==> src/hw/rtl/fsnp_pkg.sv <==
// Shared types and constants for the FAT short name parser.
`default_nettype none

package fsnp_pkg;

  localparam int unsigned BaseLen = 8;
  localparam int unsigned ExtLen  = 3;
  localparam int unsigned BaseW   = BaseLen * 8;
  localparam int unsigned ExtW    = ExtLen * 8;

  localparam logic [7:0] CharSpace = 8'h20;
  localparam logic [7:0] CharSlash = 8'h2F;
  localparam logic [7:0] CharDot   = 8'h2E;
  localparam logic [7:0] CharLowA  = 8'h61;
  localparam logic [7:0] CharLowZ  = 8'h7A;
  localparam logic [7:0] CaseDelta = 8'h20;

  localparam logic [3:0] BaseMax = 4'd8;
  localparam logic [1:0] ExtMax  = 2'd3;

  // Byte classification handed from the decoder to the name builder.
  typedef struct packed {
    logic       term;   // zero byte, ends the name
    logic       slash;
    logic       dot;
    logic       bad;    // control, space or forbidden punctuation
    logic [7:0] ch;     // upper-cased byte
  } cls_t;

endpackage

`default_nettype wire

==> src/hw/rtl/fsnp_classify.sv <==
// Byte decoder: upper-casing and character class flags.
`default_nettype none

module fsnp_classify (
  input  wire logic [7:0]   char_i,
  output fsnp_pkg::cls_t    cls_o
);

  logic [7:0] up;
  logic       punct;

  always_comb begin
    if (char_i >= fsnp_pkg::CharLowA && char_i <= fsnp_pkg::CharLowZ) begin
      up = char_i - fsnp_pkg::CaseDelta;
    end else begin
      up = char_i;
    end
  end

  // FAT-forbidden punctuation: " * + , : ; < = > ? [ \ ] |
  always_comb begin
    case (up)
      8'h22, 8'h2A, 8'h2B, 8'h2C, 8'h3A, 8'h3B, 8'h3C,
      8'h3D, 8'h3E, 8'h3F, 8'h5B, 8'h5C, 8'h5D, 8'h7C: punct = 1'b1;
      default: punct = 1'b0;
    endcase
  end

  always_comb begin
    cls_o.term  = (char_i == 8'h00);
    cls_o.slash = (up == fsnp_pkg::CharSlash);
    cls_o.dot   = (up == fsnp_pkg::CharDot);
    cls_o.bad   = (up <= fsnp_pkg::CharSpace) || punct;
    cls_o.ch    = up;
  end

endmodule

`default_nettype wire

==> src/hw/rtl/fsnp_name_acc.sv <==
// Name builder: base/extension buffers, counters and reject tracking.
`default_nettype none

module fsnp_name_acc (
  input  wire logic                      clk_i,
  input  wire logic                      rst_ni,
  input  wire logic                      take_i,
  input  wire fsnp_pkg::cls_t            cls_i,
  output logic [fsnp_pkg::BaseW-1:0]     base_o,
  output logic [fsnp_pkg::ExtW-1:0]      ext_o,
  output logic                           ok_o
);

  logic [fsnp_pkg::BaseW-1:0] base_q, base_d;
  logic [fsnp_pkg::ExtW-1:0]  ext_q, ext_d;
  logic [3:0] base_cnt_q, base_cnt_d;
  logic [1:0] ext_cnt_q, ext_cnt_d;
  logic       in_ext_q, in_ext_d;
  logic       rej_q, rej_d;
  logic       first_q, first_d;

  assign ok_o   = !rej_q && (base_cnt_q != 4'd0) && !(in_ext_q && ext_cnt_q == 2'd0);
  assign base_o = ok_o ? base_q : '0;
  assign ext_o  = ok_o ? ext_q  : '0;

  always_comb begin
    base_d     = base_q;
    ext_d      = ext_q;
    base_cnt_d = base_cnt_q;
    ext_cnt_d  = ext_cnt_q;
    in_ext_d   = in_ext_q;
    rej_d      = rej_q;
    first_d    = first_q;
    if (take_i) begin
      if (cls_i.term) begin
        base_d     = {fsnp_pkg::BaseLen{fsnp_pkg::CharSpace}};
        ext_d      = {fsnp_pkg::ExtLen{fsnp_pkg::CharSpace}};
        base_cnt_d = 4'd0;
        ext_cnt_d  = 2'd0;
        in_ext_d   = 1'b0;
        rej_d      = 1'b0;
        first_d    = 1'b1;
      end else begin
        first_d = 1'b0;
        if (!rej_q) begin
          if (cls_i.slash) begin
            if (!first_q) begin
              rej_d = 1'b1;
            end
          end else if (cls_i.dot) begin
            if (in_ext_q || base_cnt_q == 4'd0) begin
              rej_d = 1'b1;
            end else begin
              in_ext_d = 1'b1;
            end
          end else if (cls_i.bad) begin
            rej_d = 1'b1;
          end else if (!in_ext_q) begin
            if (base_cnt_q >= fsnp_pkg::BaseMax) begin
              rej_d = 1'b1;
            end else begin
              for (int i = 0; i < fsnp_pkg::BaseLen; i++) begin
                if (base_cnt_q[2:0] == 3'(i)) begin
                  base_d[i*8 +: 8] = cls_i.ch;
                end
              end
              base_cnt_d = base_cnt_q + 4'd1;
            end
          end else begin
            if (ext_cnt_q >= fsnp_pkg::ExtMax) begin
              rej_d = 1'b1;
            end else begin
              for (int i = 0; i < fsnp_pkg::ExtLen; i++) begin
                if (ext_cnt_q == 2'(i)) begin
                  ext_d[i*8 +: 8] = cls_i.ch;
                end
              end
              ext_cnt_d = ext_cnt_q + 2'd1;
            end
          end
        end
      end
    end
  end

  always_ff @(posedge clk_i or negedge rst_ni) begin
    if (!rst_ni) begin
      base_q     <= {fsnp_pkg::BaseLen{fsnp_pkg::CharSpace}};
      ext_q      <= {fsnp_pkg::ExtLen{fsnp_pkg::CharSpace}};
      base_cnt_q <= 4'd0;
      ext_cnt_q  <= 2'd0;
      in_ext_q   <= 1'b0;
      rej_q      <= 1'b0;
      first_q    <= 1'b1;
    end else begin
      base_q     <= base_d;
      ext_q      <= ext_d;
      base_cnt_q <= base_cnt_d;
      ext_cnt_q  <= ext_cnt_d;
      in_ext_q   <= in_ext_d;
      rej_q      <= rej_d;
      first_q    <= first_d;
    end
  end

endmodule

`default_nettype wire

==> src/hw/rtl/fat_short_name_parser.sv <==
// Top level of the FAT 8.3 short name parser.
// Usage:
//  - Input channel: one name byte per word on char_code_i (in_valid_i /
//    in_stall_o). A zero byte ends the name.
//  - Output channel: one word per name (out_valid_o / out_stall_i) with the
//    space-padded base (name_base_o, first char in the low byte), extension
//    (name_ext_o) and name_ok_o. Base and extension read zero when the name
//    is rejected.
//  - Path: a terminating zero byte passes through the input register, then
//    the result register, on its way to the outputs.
//  - Throughput: one byte per cycle. Nonzero bytes never wait on the output
//    side; a zero byte waits in the input register only while a previous
//    result is held by out_stall_i, and in_stall_o then rises.
//  - Reset (rst_ni low, asynchronous): both registers empty, name state
//    cleared to spaces and zero counts, ready for a new name.
//  - Stall: a held result stays stable on the outputs until taken.
`default_nettype none

module fat_short_name_parser (
  input  wire logic                          clk_i,
  input  wire logic                          rst_ni,
  input  wire logic                          in_valid_i,
  output logic                               in_stall_o,
  input  wire logic [7:0]                    char_code_i,
  output logic                               out_valid_o,
  input  wire logic                          out_stall_i,
  output logic [fsnp_pkg::BaseW-1:0]         name_base_o,
  output logic [fsnp_pkg::ExtW-1:0]          name_ext_o,
  output logic                               name_ok_o
);

  // Input register
  logic       in_vld_q;
  logic [7:0] char_q;

  fsnp_pkg::cls_t cls;
  logic           s1_move;
  logic           take;

  logic [fsnp_pkg::BaseW-1:0] res_base;
  logic [fsnp_pkg::ExtW-1:0]  res_ext;
  logic                       res_ok;

  // Result register
  logic                       out_vld_q;
  logic [fsnp_pkg::BaseW-1:0] base_q;
  logic [fsnp_pkg::ExtW-1:0]  ext_q;
  logic                       ok_q;

  fsnp_classify u_classify (
    .char_i (char_q),
    .cls_o  (cls)
  );

  // Held byte leaves stage one unless it needs the result register and
  // that register is full and stalled.
  assign s1_move   = !cls.term || !out_vld_q || !out_stall_i;
  assign take      = in_vld_q && s1_move;
  assign in_stall_o = in_vld_q && !s1_move;

  fsnp_name_acc u_name_acc (
    .clk_i  (clk_i),
    .rst_ni (rst_ni),
    .take_i (take),
    .cls_i  (cls),
    .base_o (res_base),
    .ext_o  (res_ext),
    .ok_o   (res_ok)
  );

  always_ff @(posedge clk_i or negedge rst_ni) begin
    if (!rst_ni) begin
      in_vld_q <= 1'b0;
    end else if (!in_stall_o) begin
      in_vld_q <= in_valid_i;
    end
  end

  always_ff @(posedge clk_i) begin
    if (!in_stall_o && in_valid_i) begin
      char_q <= char_code_i;
    end
  end

  always_ff @(posedge clk_i or negedge rst_ni) begin
    if (!rst_ni) begin
      out_vld_q <= 1'b0;
    end else if (take && cls.term) begin
      out_vld_q <= 1'b1;
    end else if (!out_stall_i) begin
      out_vld_q <= 1'b0;
    end
  end

  always_ff @(posedge clk_i) begin
    if (take && cls.term) begin
      base_q <= res_base;
      ext_q  <= res_ext;
      ok_q   <= res_ok;
    end
  end

  assign out_valid_o = out_vld_q;
  assign name_base_o = base_q;
  assign name_ext_o  = ext_q;
  assign name_ok_o   = ok_q;

endmodule

`default_nettype wire
==> config.mk <==
export PLATFORM = sky130hd
export DESIGN_NAME = fat_short_name_parser
export DESIGN_NICKNAME = d
export VERILOG_FILES = /design/src/hw/rtl/fsnp_pkg.sv /design/src/hw/rtl/fsnp_classify.sv /design/src/hw/rtl/fsnp_name_acc.sv /design/src/hw/rtl/fat_short_name_parser.sv
export SDC_FILE = /design/constraint.sdc
export NUM_CORES = 1
export LEC_CHECK = 0
export BUFFER_PORTS_ARGS = -buffer_cell sky130_fd_sc_hd__buf_2
export CAP_MARGIN = 20
export CORE_UTILIZATION = 46
export CTS_CLUSTER_DIAMETER = 200
export DETAILED_ROUTE_END_ITERATION = 8
export GPL_TIMING_DRIVEN = 0
export MAX_ROUTING_LAYER = met4
export PLACE_DENSITY = 0.66
export SLEW_MARGIN = 20
export SYNTH_ARGS = -nofsm -noshare
export SYNTH_HDL_FRONTEND = slang
export SYNTH_SLANG_ARGS = --single-unit
==> constraint.sdc <==
create_clock -name clk_i -period 8.3 [get_ports clk_i]
set_clock_uncertainty 0.05 [all_clocks]
set_input_delay 0.83 -clock clk_i [delete_from_list [all_inputs] [get_ports clk_i]]
set_output_delay 0.83 -clock clk_i [all_outputs]
set_load 0.05 [all_outputs]
# Yosys cells after proc, flatten, opt, wreduce, memory -nomap -nowiden
# Cells that the tools add are included.
[totals]
reg_bits = 196
latchBits = 0
ram_bits = 0
rom_bits = 0
input_bits = 12
out_inout_bits = 91
elab_cells = 175
mem_count = 0
[classes]
addsub = 3
n_mul = 0
n_div = 0
n_lt_le_gt_ge = 5
n_eq_ne = 34
shifts = 0
muxes = 59
bitwise_logic = 0
n_reduce_logical = 52
[ops]
columns = ["cell", "n"]
rows = [
  ["64-bit two-way mux", 7],
  ["24-bit two-way mux", 7],
  ["8-bit by 6-bit equality test with 1-bit output (second input constant)", 12],
  ["8-bit two-way mux", 12],
  ["8-bit AND reduction", 11],
  ["8-bit by 7-bit equality test with 1-bit output (second input constant)", 4],
  ["4-bit two-way mux", 7],
  ["2-bit nonzero test", 13],
  ["1-bit two-way mux", 19],
  ["2-bit two-way mux", 7],
  ["7-bit AND reduction", 2],
  ["14-bit OR reduction", 1],
  ["3-bit equality test (second input constant)", 4],
  ["2-bit != test (second input constant)", 5],
  ["8-bit by 7-bit greater-or-equal comparator with 1-bit output (second input constant)", 1],
  ["8-bit by 6-bit <= comparator with 1-bit output (second input constant)", 1],
  ["8-bit by 7-bit <= comparator with 1-bit output (second input constant)", 1],
  ["1-bit logical AND", 8],
  ["8-bit logical NOT", 1],
  ["2-bit by 1-bit != test with 1-bit output (second input constant)", 4],
  ["8-bit by 6-bit subtractor with 8-bit output (second input constant)", 1],
  ["1-bit logical NOT", 7],
  ["3-bit by 2-bit equality test with 1-bit output (second input constant)", 2],
  ["5-bit AND reduction", 1],
  ["other kinds (12)", 15],
]

# Longest topological paths before layout
# Gate-level depths: netlist of the first run.
[logic_depth]
word_depth = 12
depth_mapped = 12
mapped_depth_nobuf = 8

# By module
# From an unflattened synthesis of the first run, not the netlist that was laid out.
[unflattened]
cells_unflattened = 523
hier_area_um2 = 8018.9
[by_module_without_submodules]
columns = ["module", "n_inst", "cells_each", "area_per_inst_um2", "seq_area_each_um2"]
rows = [
  ["fsnp_name_acc", 1, 379, 4737.0, 2442.3],
  ["fat_short_name_parser", 1, 109, 3017.9, 2962.8],
  ["fsnp_classify", 1, 35, 264.0, 0.0],
]

# Worst setup path before layout of the first run
# OpenSTA, ideal clock, no wires.
[synth_path]
path_type = "in2reg"
from = "input port out_stall_i"
to = "register base_q, in the netlist name_base_o[0], enable pin"
setup_ns = 0.411
arrival_ns = 3.023
required_time_ns = 7.839
setup_slack_ns = 4.816
path_stages = 6
n_path_buf = 3
cell_sequence = "a21boi_0 > nand4_1 > clkbuf_1 > clkinv_1 > buf_2 > buf_2"
[synth_via]
elab_chain_cells = 4
[synth_lines]
columns = ["item", "line_no", "text"]
rows = [
  ["start: declaration", "fat_short_name_parser.sv:26", "input wire logic out_stall_i,"],
  ["1-bit logical NOT", "-", ""],
  ["1-bit logical OR", "fat_short_name_parser.sv:57", "assign s1_move = !cls.term || !out_vld_q || !out_stall_i;"],
  ["1-bit logical AND", "fat_short_name_parser.sv:58", "assign take = in_vld_q && s1_move;"],
  ["1-bit logical AND", "fat_short_name_parser.sv:96", "if (take && cls.term) begin"],
  ["end signal: assignment", "fat_short_name_parser.sv:97", "base_q <= res_base;"],
  ["end: declaration", "fat_short_name_parser.sv:46", "logic [fsnp_pkg::BaseW-1:0] base_q;"],
]
# No other way between the ends.
# A chain may end at the register's enable or synchronous reset.

# Worst setup path in the final report of the first run
[layout_path]
from = "register char_q[3]"
to = "output port in_stall_o"
[layout_via]
elab_chain_cells = 6
[layout_lines]
columns = ["item", "line_no", "text"]
rows = [
  ["start: declaration", "fat_short_name_parser.sv:34", "logic [7:0] char_q;"],
  ["start signal: assignment", "fat_short_name_parser.sv:81", "char_q <= char_code_i;"],
  ["8-bit logical NOT", "fsnp_classify.sv:30", "cls_o.term = (char_i == 8'h00);"],
  ["1-bit logical NOT", "fat_short_name_parser.sv:57", ""],
  ["1-bit logical OR (2 in a row)", "fat_short_name_parser.sv:57", ""],
  ["1-bit logical NOT", "fat_short_name_parser.sv:59", "assign in_stall_o = in_vld_q && !s1_move;"],
  ["1-bit logical AND", "fat_short_name_parser.sv:59", ""],
  ["end: declaration", "fat_short_name_parser.sv:23", "output logic in_stall_o,"],
]
# No other way between the ends.

==> results of run 1 <==
==> final cells by class <==
| cell class | instances | share of cell area |
|---|---|---|
| Clock buffer | 17 | 0.0434 |
| Timing Repair Buffer | 105 | 0.0590 |
| Tap cell | 225 | 0.0287 |
| Multi-Input combinational cell | 427 | 0.268 |
| Sequential cell | 196 | 0.551 |
| Clock inverter | 15 | 0.0175 |
| Inverter | 14 | 0.00536 |
| Buffer | 53 | 0.0267 |
==> cells by family after synthesis <==
group,synth area share
and+or+nand+nor,0.185
DFF,0.648
AOI/OAI and AO/OA,0.0886
buffers and inverters,0.0373
muxes,0.0231
adders and majority gates,0.0180
==> worst min path at each step <==
stage          depth (start not counted)                                 to                              start  slack, ns
3_3_place_gp                           1  u_name_acc.base_q[63]$_DFFE_PN0P_  u_name_acc.base_q[63]$_DFFE_PN0P_       0.42
2_1_floorplan                          2    u_name_acc.ext_q[5]$_DFFE_PN1P_    u_name_acc.ext_q[5]$_DFFE_PN1P_       0.39
4_1_cts                                1   u_name_acc.ext_q[10]$_DFFE_PN0P_                             rst_ni       0.19
6_report                               1   u_name_acc.ext_q[11]$_DFFE_PN0P_                             rst_ni       0.19
5_1_grt                                1    u_name_acc.ext_q[8]$_DFFE_PN0P_                             rst_ni       0.20
3_5_place_dp                           1  u_name_acc.base_q[63]$_DFFE_PN0P_  u_name_acc.base_q[63]$_DFFE_PN0P_       0.43
==> synthesized netlist by cell type, types with 13 or more instances <==
master	count	area (um^2)
o21ai_0	42	210
edfxtp_1	97	2910
inv_1	13	48.8
dfrtp_1	87	2180
and2_1	101	632
clkbuf_1	23	86.3
nand2_1	78	293
nand3_1	58	290
o21ai_1	15	75.1
nor2_1	19	71.3
buf_2	14	70.1
==> state kept, by name, indices dropped and copies added (netlist names) <==
signal	flops
out_valid_o	1
u_name_acc.base_q	64
u_name_acc.ext_cnt_q	2
in_vld_q	1
name_ok_o	1
u_name_acc.first_q	1
u_name_acc.in_ext_q	1
name_ext_o	24
char_q	8
u_name_acc.base_cnt_q	4
u_name_acc.ext_q	24
name_base_o	64
u_name_acc.rej_q	1
==> power breakdown <==
group	internal [mW]	switching, mW
clock network	0.452	0.370
registers	1.09	0.0420
logic	0.0676	0.117
==> worst reg2reg max path, stage by stage (launching register included) <==
cell and delay (ns):
edfxtp_1 0.37, buf_2 0.18, nor3_1 0.46, nand4_1 0.26
clkbuf_1 0.34, clkinv_1 0.30, buf_2 0.31, buf_4 0.46
buf_16 0.35
==> layer usage <==
metal / GRT usage / up-vias / share of wire
met2: 0.321 / 183 / 0.47
met1: 0.273 / 2696 / 0.45
met4: 0.0858 / 0 / 0.022
met3: 0.0344 / 30 / 0.053
met5: - / - / 0
li1: - / 2654 / -
==> summary.md, run 1 <==
| Metric | Value |
|---|---|
| Crit path max-delay family | simple AND/OR/NAND/NOR gates |
| CTS tree | built |
| Post-Syn Area | 8350 um^2 |
| Total power | 2.14 mW |
| Pre-CTS setup slack | 4.72 ns |
| DR vias/cell | 5.29 |
| DRC viols | 0 |
| Max Root-Sink Buffers | 2 |
| Ys flop type | edfxtp_1 |
| Finished Cell Area | 9810 um^2 |
| Vias in the first global route | 5309 |
| CP max stage delay | about 0.4 ns |
| Min Hold Slack | 0.191 ns |
| Initial Util | 0.478 |
| Commonest cells after routing, fill and taps aside | buf_2, and2_1, edfxtp_1, dfrtp_1, nand2_1 |
| I/O pins | 103 |
| Crit path arrival time | 2.62 ns |
| GP Congestion | 0.879 |
| Syn avg cell area | 12.1 um^2 |
| Slew @ Worst Pin | 0.949 ns |
| Crit path required time | roughly 7.4 ns |
| Worst reg-to-reg path cell count | 8 |
| Max-cap violations | 0 |
| CP Buf/Inv Count | 3 |
| ANT nets after route | 0 |
| Crit. path cell count | 7 |
| CTS hold repair buffers | 0 |
| Post-synth EDFFs | 97 |
| Fin. max-slew vios | 0 |
| Crit-path cells | buf_2, or3_4, nor4_1, nand2_1, or3_1, inv_1, buf_2 |
| Pin count of the biggest net entering global routing | 76 |
| Pwr dens | 218 nW/um^2 |
| Vias | 5563 |
| Setup crit start kind | flop |
| Fin util | 0.561 |
| Worst reg2reg startpoint | char_q[3]$_DFFE_PP_ |
| Gr ovfl total | 0 |
| RSZ-0062 raised after global routing | no |
| Initial antenna violation count | 0 |
| Synth Instances | between 600 and 700 |
| Achievable Freq | 286 MHz |
| Setup tns final | 0 ns |
| Setup bufs post-CTS | 0 |
| CTS H-tree depth | 4 |
| Hold Violations, Final | 0 |
| 1st-iter DRT viols | between 400 and 500 |
| Critical path type | reg2out |
| Most used cell, CP | buf_2 |
| Leading cell type in the layout, fill and taps excluded | buf_2 |
| Row cnt | 48 |
| Drt first pass iters | 5 |
| Final period util | 0.422 |
| GRT Total Usage | 0.208 |
| Layout area overhead | 17.6% |
| CTS Buf Count | 17 |
| Ys async rst share | 0.505 |
| Core area | 17500 um^2 |
| Sequential Area | 5410 um^2 |
| Net total in the final layout | between 800 and 900 |
| Routed wire length | 17400 um |
| Status | finished clean |
| Clk_lat worst skew | approximately 0.44 ns |
| Total die area | 18700 um^2 |
| Worst r2r dst | name_base_o[60]$_SDFFCE_PN0P_ |
| Die W | 137 um |
| Clock sink count | 196 |
| Area occupied by multi-input gates | around 2600 um^2 |
| Crit path from | char_q[3]$_DFFE_PP_ |
| Post-synth cell types | 57 |
| Rel. slew slack | 0.362 |
| Setup crit end kind | primary output |
| Layout cells sized above 1 | 0.239 |
| Peak supply drop | 0.000152 V |
| Dpl hpwl | 12200 um |
| Final setup viols | 0 |
| Worst-path fanout max | 8 |
| PnR worst setup slack | 4.80 ns |
| Critical Path End | in_stall_o |
| CP max stage cell | or3_1 |
| Cells after DPL | roughly 1000 |
| Diodes inserted | 0 |
| Die Y | 137 um |
| Synth warn | 0 |
| Routed WL per cell | 16.5 um |
| Non-filler cells in the finished layout | 1052 |
| Port Buffers | 102 |
| Syn nets | 714 |
| Leak Pwr | 3.97 nW |
| R2r setup slk | approximately 4.9 ns |
| Sequential area share after synthesis | 0.648 |
| Clock root cell | clkbuf_16 |
| Worst Hold Class | in2async |
| Placed inst area | 9210 um^2 |
| Crit path time final | 3.50 ns |
| Post-cts sizing count | 0 |
| First-pass GRT wire length | 28000 um |
| Filler cells | ~1500 |
| Synthesized flop and latch total | 196 |
| Clock Pin Slew Worst Setup and Hold Paths | around 0.07 ns |
(Power assumes the default switching activity.)
==> run 2: changes to the inputs <==
ABC_AREA = 1   (was unset)
PLACE_DENSITY = 0.68   (was 0.66)
clock period = 3.1 ns   (was 8.3 ns; I/O delays follow)
==> summary.md, run 2 <==
| Metric | Value |
|---|---|
| Commonest cells after routing, fill and taps aside | nand2_1, inv_1, nor2_1, buf_2, edfxtp_1 |
| Synth Instances | 771 (+12%) |
| DRC viols | 0 (unchanged) |
| Setup crit start kind | flop |
| GRT Total Usage | 0.193 (-0.0148) |
| Largest cells by area after synthesis | edfxtp_1, dfrtp_1, nand2_1 |
| Count leader, synth | nand2_1 |
| Crit-path cells | inv_1, nand3_1, nor2_4, nand3_2, inv_2, nand2_1, nand2_1, inv_1, nand2_1, clkinvlp_4, buf_12 |
| RSZ-0062 raised after global routing | no |
| Most used cell, CP | nand2_1 |
| Layout cells sized above 1 | 0.249 (+0.00922) |
| Crit path time final | about 2.8 ns |
| Area occupied by multi-input gates | 2140 um^2 (-19%) |
| ANT nets after route | 0 (unchanged) |
| Layout area overhead | 18.8% |
| Dpl hpwl | 10400 um (-14%) |
| Pwr dens | 545 nW/um^2 (+150%) |
| Max-cap violations | 0 (unchanged) |
| Post-Syn Area | 8250 um^2 (-1.1%) |
| Rel. slew slack | 0.355 (-0.00713) |
| Clock root cell | clkbuf_16 |
| Top post-synthesis cells by count | nand2_1, inv_1, nor2_1 |
| Worst hold path cell count | 3 |
| CTS Buf Count | 17 (unchanged) |
| Synth warn | 0 (unchanged) |
| Crit path required time | 3.22 ns (-4.20 ns) |
| CP max stage cell | clkinvlp_4 |
| Worst-path fanout max | 32 (+24) |
| Leak Pwr | 4.43 nW (+12%) |
| Post-synth EDFFs | 97 (unchanged) |
| CTS tree | built |
| Fin. max-slew vios | 0 (unchanged) |
| Total die area | 18500 um^2 (-1.1%) |
| I/O pins | 103 (unchanged) |
| CTS H-tree depth | 4 (unchanged) |
| Sequential Area | 5410 um^2 (unchanged) |
| Min-delay src | in_valid_i |
| Vias in the first global route | 5130 (-3.4%) |
| Ys async rst share | 0.505 (unchanged) |
| R2r setup slk | 0.32 ns (-4.55 ns) |
| GP Congestion | 0.831 (-5.5%) |
| Peak supply drop | 0.000409 V (+170%) |
| Slew @ Worst Pin | 0.968 ns (+0.0188 ns) |
| Worst Hold Class | in2reg |
| Crit path max-delay family | buffers and inverters |
| Post-synth cell types | 31 (-46%) |
| Vias | 5382 (-3.3%) |
| Net total in the final layout | 928 (+11%) |
| Clock Pin Slew Worst Setup and Hold Paths | 0.07 ns (about the same) |
| Routed wire length | 16000 um (-7.8%) |
| Status | finished clean |
| 1st-iter DRT viols | 401 (-1.5%) |
| Worst reg-to-reg path cell count | 11 (+3) |
| Initial antenna violation count | 0 (unchanged) |
| Worst r2r dst | name_base_o[61]$_SDFFCE_PN0P_ |
| Row cnt | 48 (unchanged) |
| Hold Violations, Final | 0 (unchanged) |
| Final period util | 0.896 |
| Leading cell type in the layout, fill and taps excluded | nand2_1 |
| Leading area contributor after synthesis | edfxtp_1 |
| Drt first pass iters | 5 (unchanged) |
| Post-cts sizing count | 0 (unchanged) |
| Critical path type | reg2reg |
| Sequential area share after synthesis | 0.655 (+0.00717) |
| Yosys top cell area share | 0.353 (+0.00386) |
| Max Root-Sink Buffers | 2 (unchanged) |
| CP Buf/Inv Count | 5 (+2) |
| Worst reg2reg startpoint | char_q[4]$_DFFE_PP_ |
| Clk_lat worst skew | 0.43 ns (about the same) |
| Die Y | 136 um (-0.54%) |
| First-pass GRT wire length | 25900 um (-7.5%) |
| Port Buffers | 102 (unchanged) |
| Setup crit end kind | flop |
| Ys flop type | edfxtp_1 |
| Syn nets | 795 (+11%) |
| Core area | 17400 um^2 (-0.34%) |
| Min-Delay Endpoint | in_vld_q$_DFFE_PN0N_ |
| DR vias/cell | 4.71 (-11%) |
| CTS hold repair buffers | 9 (+9) |
| CP max stage delay | 0.50 ns (+0.10 ns) |
| Setup tns final | 0 ns (unchanged) |
| Routed WL per cell | 14.0 um (-15%) |
| Gr ovfl total | 0 (unchanged) |
| Clock sink count | 196 (unchanged) |
| Setup bufs post-CTS | 0 (unchanged) |
| Achievable Freq | 360 MHz |
| Synthesized flop and latch total | 196 (unchanged) |
| Crit path arrival time | 2.90 ns (+0.28 ns) |
| Pin count of the biggest net entering global routing | 62 (-18%) |
| Initial Util | 0.474 (-0.00360) |
| Diodes inserted | 0 (unchanged) |
| Syn avg cell area | 10.7 um^2 (-11%) |
| Final setup viols | 0 (unchanged) |
| Filler cells | 1541 (+4.1%) |
| Fin util | 0.563 (+0.00186) |
| Die W | 136 um (-0.54%) |
[run 2: changes by cell type in the layout (fill, tap and decap cells not counted), sizes merged, moves of 13 or more]
cell,change
o21ai,+34
buf,-13
and2,-102
nand2,+72
nor2,+102
inv,+106
nand3,-36
[run 2: worst min-delay path: stages]
cell	delay, ns
buf_2	0.08
nand2_1	0.05
nand2_1	0.05
[run 2: worst max path at each step]
stage                                    from                            end  slack (ns)  cells past startpoint
after detailed placement  char_q[4]$_DFFE_PP_  name_base_o[12]$_SDFFCE_PN0P_        0.32                     11
after floorplan           char_q[3]$_DFFE_PP_   name_base_o[0]$_SDFFCE_PN0P_        0.02                     10
after global placement    char_q[4]$_DFFE_PP_  name_base_o[57]$_SDFFCE_PN0P_       -0.86                     10
after global routing      char_q[4]$_DFFE_PP_  name_base_o[63]$_SDFFCE_PN0P_        0.09                     11
after CTS                 char_q[0]$_DFFE_PP_    name_ext_o[3]$_SDFFCE_PN0P_        0.32                     11
final                     char_q[4]$_DFFE_PP_  name_base_o[61]$_SDFFCE_PN0P_        0.32                     11
[run 2: kinds of logic after synthesis]
kind of cell	share of synthesized area
xor gates and xnor gates	0.00106
buffers and inverters	0.0864
and+or+nand+nor	0.157
AOI/OAI and AO/OA	0.0825
adders and majority gates	0.0182
DFF	0.655
[run 2: cell type report]
cell class                 instances  share of cell area
tap                              225              0.0287
multi-input combinational        419               0.218
clock buffer                      19              0.0452
inverter                         124              0.0478
buffer                            32              0.0253
clock inverter                    13              0.0151
timing repair buffer             114              0.0688
sequential                       196               0.551
[run 2: stage by stage]
step / cell area, um^2 / worst slack [ns] / std cells / total power [mW] / hold slack (ns)
after detailed placement: 9130 / 0.324 / 1101 / 3.20 / 0.203
final: 9810 / 0.322 / 1142 / 5.35 / 0.0402
after global routing: 9810 / 0.0932 / 1142 / 5.54 / 0.0346
after floorplan: 8260 / 0.0218 / 771 / 3.07 / -0.0356
after CTS: 9810 / 0.323 / 1142 / 5.38 / 0.0279
after global placement: 9050 / -0.863 / 1098 / 3.18 / 0.406
[run 2: where the power goes]
group	internal, mW	leakage [nW]	total, mW	switching [mW]
registers	2.78	2.42	2.83	0.0495
clock network	1.22	0.282	2.19	0.972
logic	0.107	1.73	0.323	0.216
[run 2: per-layer routing]
| layer | track usage | routed length [um] | vias to the layer above |
|---|---|---|---|
| met3 | 0.0395 | 698 | 14 |
| met2 | 0.311 | 8000 | 140 |
| met1 | 0.244 | 7120 | 2512 |
| met4 | 0.0642 | 215 | 0 |
| li1 | - | - | 2716 |
| met5 | - | 0 | - |
==> run 3: changes to the inputs <==
CORE_UTILIZATION = 40   (was 46)
MAX_ROUTING_LAYER = unset   (was met4)
PLACE_DENSITY = unset   (was 0.68)
==> summary.md, run 3 (synthesized netlist as in run 2, its figures left out) <==
| Metric | Value |
|---|---|
| Clock sink count | 196 (unchanged) |
| Setup crit start kind | flop |
| Die Y | 146 um (+7.1%) |
| CP max stage cell | clkinvlp_4 |
| PnR worst setup slack | 0.276 ns (-0.0460 ns) |
| Slew @ Worst Pin | 1.02 ns (+0.0484 ns) |
| Setup tns final | 0 ns (unchanged) |
| Achievable Freq | 354 MHz (-1.6%) |
| Min-Delay Endpoint | in_vld_q$_DFFE_PN0N_ |
| Worst hold path cell count | 3 (unchanged) |
| Crit path arrival time | 2.96 ns (+0.06 ns) |
| Worst reg2reg startpoint | char_q[0]$_DFFE_PP_ |
| Min Hold Slack | 0.0439 ns (+0.00374 ns) |
| Setup crit end kind | flop |
| CTS Buf Count | 17 (unchanged) |
| Worst-path fanout max | 30 (-6.3%) |
| Met2 WL | 7910 um (-1.1%) |
| Total power | 5.21 mW (-2.5%) |
| Crit path required time | 3.24 ns (+0.02 ns) |
| RSZ-0062 raised after global routing | no |
| Final setup viols | 0 (unchanged) |
| Max Root-Sink Buffers | 2 (unchanged) |
| Net total in the final layout | 929 (+0.11%) |
| Layout cells sized above 1 | 0.249 (+0.000818) |
| Pin count of the biggest net entering global routing | 52 (-16%) |
| Vias | 5325 (-1.1%) |
| Port Buffers | 102 (unchanged) |
| 1st-iter DRT viols | 304 (-24%) |
| Setup bufs post-CTS | 0 (unchanged) |
| Total die area | 21200 um^2 (+15%) |
| Fin util | 0.487 (-0.0758) |
| Hold Violations, Final | 0 (unchanged) |
| Max layer used | met4 |
| Crit-path cells | inv_1, nand2_1, nor2_4, nand3_2, inv_2, nand2_1, nand2_1, inv_1, nand2_1, clkinvlp_4, buf_16, buf_12 |
| Cells after DPL | 1147 (+4.2%) |
| Clock root cell | clkbuf_16 |
| Worst Hold Class | in2reg |
| Leak Pwr | 4.43 nW (-0.10%) |
| Worst reg-to-reg path cell count | 12 (+1) |
| Commonest cells after routing, fill and taps aside | nand2_1, inv_1, nor2_1, buf_2, edfxtp_1 |
| Dpl hpwl | 11100 um (+6.0%) |
| Finished Cell Area | 9860 um^2 (+0.54%) |
| Layout area overhead | 19.5% |
| Routed WL per cell | 13.8 um (-1.9%) |
| Min-delay src | in_valid_i |
| Most used cell, CP | nand2_1 |
| Non-filler cells in the finished layout | 1188 (+4.0%) |
| WL met3 | 543 um (-22%) |
| CTS tree | built |
| Peak supply drop | 0.000302 V (-26%) |
| Core area | 20200 um^2 (+16%) |
| GP Congestion | 0.765 (-7.9%) |
| I/O pins | 103 (unchanged) |
| Rel. slew slack | 0.322 (-0.0323) |
| First-pass GRT wire length | 26800 um (+3.6%) |
| Metal-1 WL | 7660 um (+7.6%) |
| ANT nets after route | 0 (unchanged) |
| Placed inst area | 9210 um^2 (+0.92%) |
| Clk_lat worst skew | 0.43 ns (about the same) |
| Pwr dens | 529 nW/um^2 (-3.0%) |
| Drt first pass iters | 6 (+1) |
| Gr ovfl total | 0 (unchanged) |
| Initial antenna violation count | 0 (unchanged) |
| Fin. max-slew vios | 0 (unchanged) |
| Critical path type | reg2reg |
| Diodes inserted | 0 (unchanged) |
| CTS H-tree depth | 4 (unchanged) |
| Initial Util | 0.408 (-0.0660) |
| GRT Total Usage | 0.165 (-0.0276) |
| Crit path time final | 2.82 ns (+0.0460 ns) |
| Leading cell type in the layout, fill and taps excluded | nand2_1 |
| CP max stage delay | 0.44 ns (-0.06 ns) |
| Vias in the first global route | 5092 (-0.74%) |
| Status | finished clean |
| Row cnt | 52 (+8.3%) |
| Worst r2r dst | name_ext_o[7]$_SDFFCE_PN0P_ |
| Clock Pin Slew Worst Setup and Hold Paths | 0.07 ns (about the same) |
| DR vias/cell | 4.48 (-4.9%) |
| Max-cap violations | 0 (unchanged) |
| DRC viols | 0 (unchanged) |
| Die W | 146 um (+7.1%) |
| Routed wire length | 16400 um (+2.1%) |
| Final period util | 0.911 (+0.0148) |
| Pre-CTS setup slack | 0.242 ns (-0.0824 ns) |
| R2r setup slk | 0.28 ns (-0.05 ns) |
| Filler cells | 1904 (+24%) |
[run 3: cell types whose count changed in the layout (fill, tap and decap cells not counted)]
cell	change
clkinv_1	+1
bufinv_16	-2
clkbuf_1	-1
buf_16	+1
clkinv_2	-1
inv_6	+2
clkinv_8	+1
[run 3: worst max-delay path by stage]
stage	from	to	slack, ns	depth (start not counted)
after floorplan	char_q[3]$_DFFE_PP_	name_base_o[0]$_SDFFCE_PN0P_	0.02	10
after global placement	char_q[0]$_DFFE_PP_	name_ext_o[2]$_SDFFCE_PN0P_	-0.92	10
after detailed placement	char_q[0]$_DFFE_PP_	name_ext_o[3]$_SDFFCE_PN0P_	0.24	12
after CTS	char_q[0]$_DFFE_PP_	name_ext_o[2]$_SDFFCE_PN0P_	0.22	12
after global routing	char_q[0]$_DFFE_PP_	name_ext_o[7]$_SDFFCE_PN0P_	0.004	12
final	char_q[0]$_DFFE_PP_	name_ext_o[7]$_SDFFCE_PN0P_	0.28	12
[run 3: cell type report]
cell class / instances / area (um^2) / share of cell area
repair buffers: 115 / 702 / 0.0712
multi-input cells: 419 / 2140 / 0.217
plain buffers: 32 / 248 / 0.0251
flip-flops and latches: 196 / 5410 / 0.548
clock inverters: 14 / 120 / 0.0122
inverters: 124 / 469 / 0.0476
well taps: 270 / 338 / 0.0343
clock buffers: 18 / 439 / 0.0445
[run 3: power breakdown]
group          leakage (nW)  switching [mW]  total [mW]  internal [mW]
logic                  1.74           0.215       0.321          0.107
registers              2.42          0.0451        2.83           2.78
clock network         0.266           0.998        2.07           1.07
total                  4.43            1.26        5.21           3.96
[run 3: worst max-delay path: cells and delay by family (launching register included)]
kind	cells	cell delay (ns)
buffers and inverters	6	1.34
flip-flops	1	0.42
AND/OR/NAND/NOR	6	0.75
[run 3: routing by layer]
| metal | up-vias | track usage |
|---|---|---|
| met5 | - | 0 |
| met4 | 0 | 0.0716 |
| met3 | 15 | 0.0310 |
| met2 | 89 | 0.261 |
| met1 | 2494 | 0.224 |
| li1 | 2727 | - |
[run 3: repair_timing]
action	CTS	global route
gates resized for setup	0	0
endpoints found under the hold margin	52	0
hold buffers	9	0
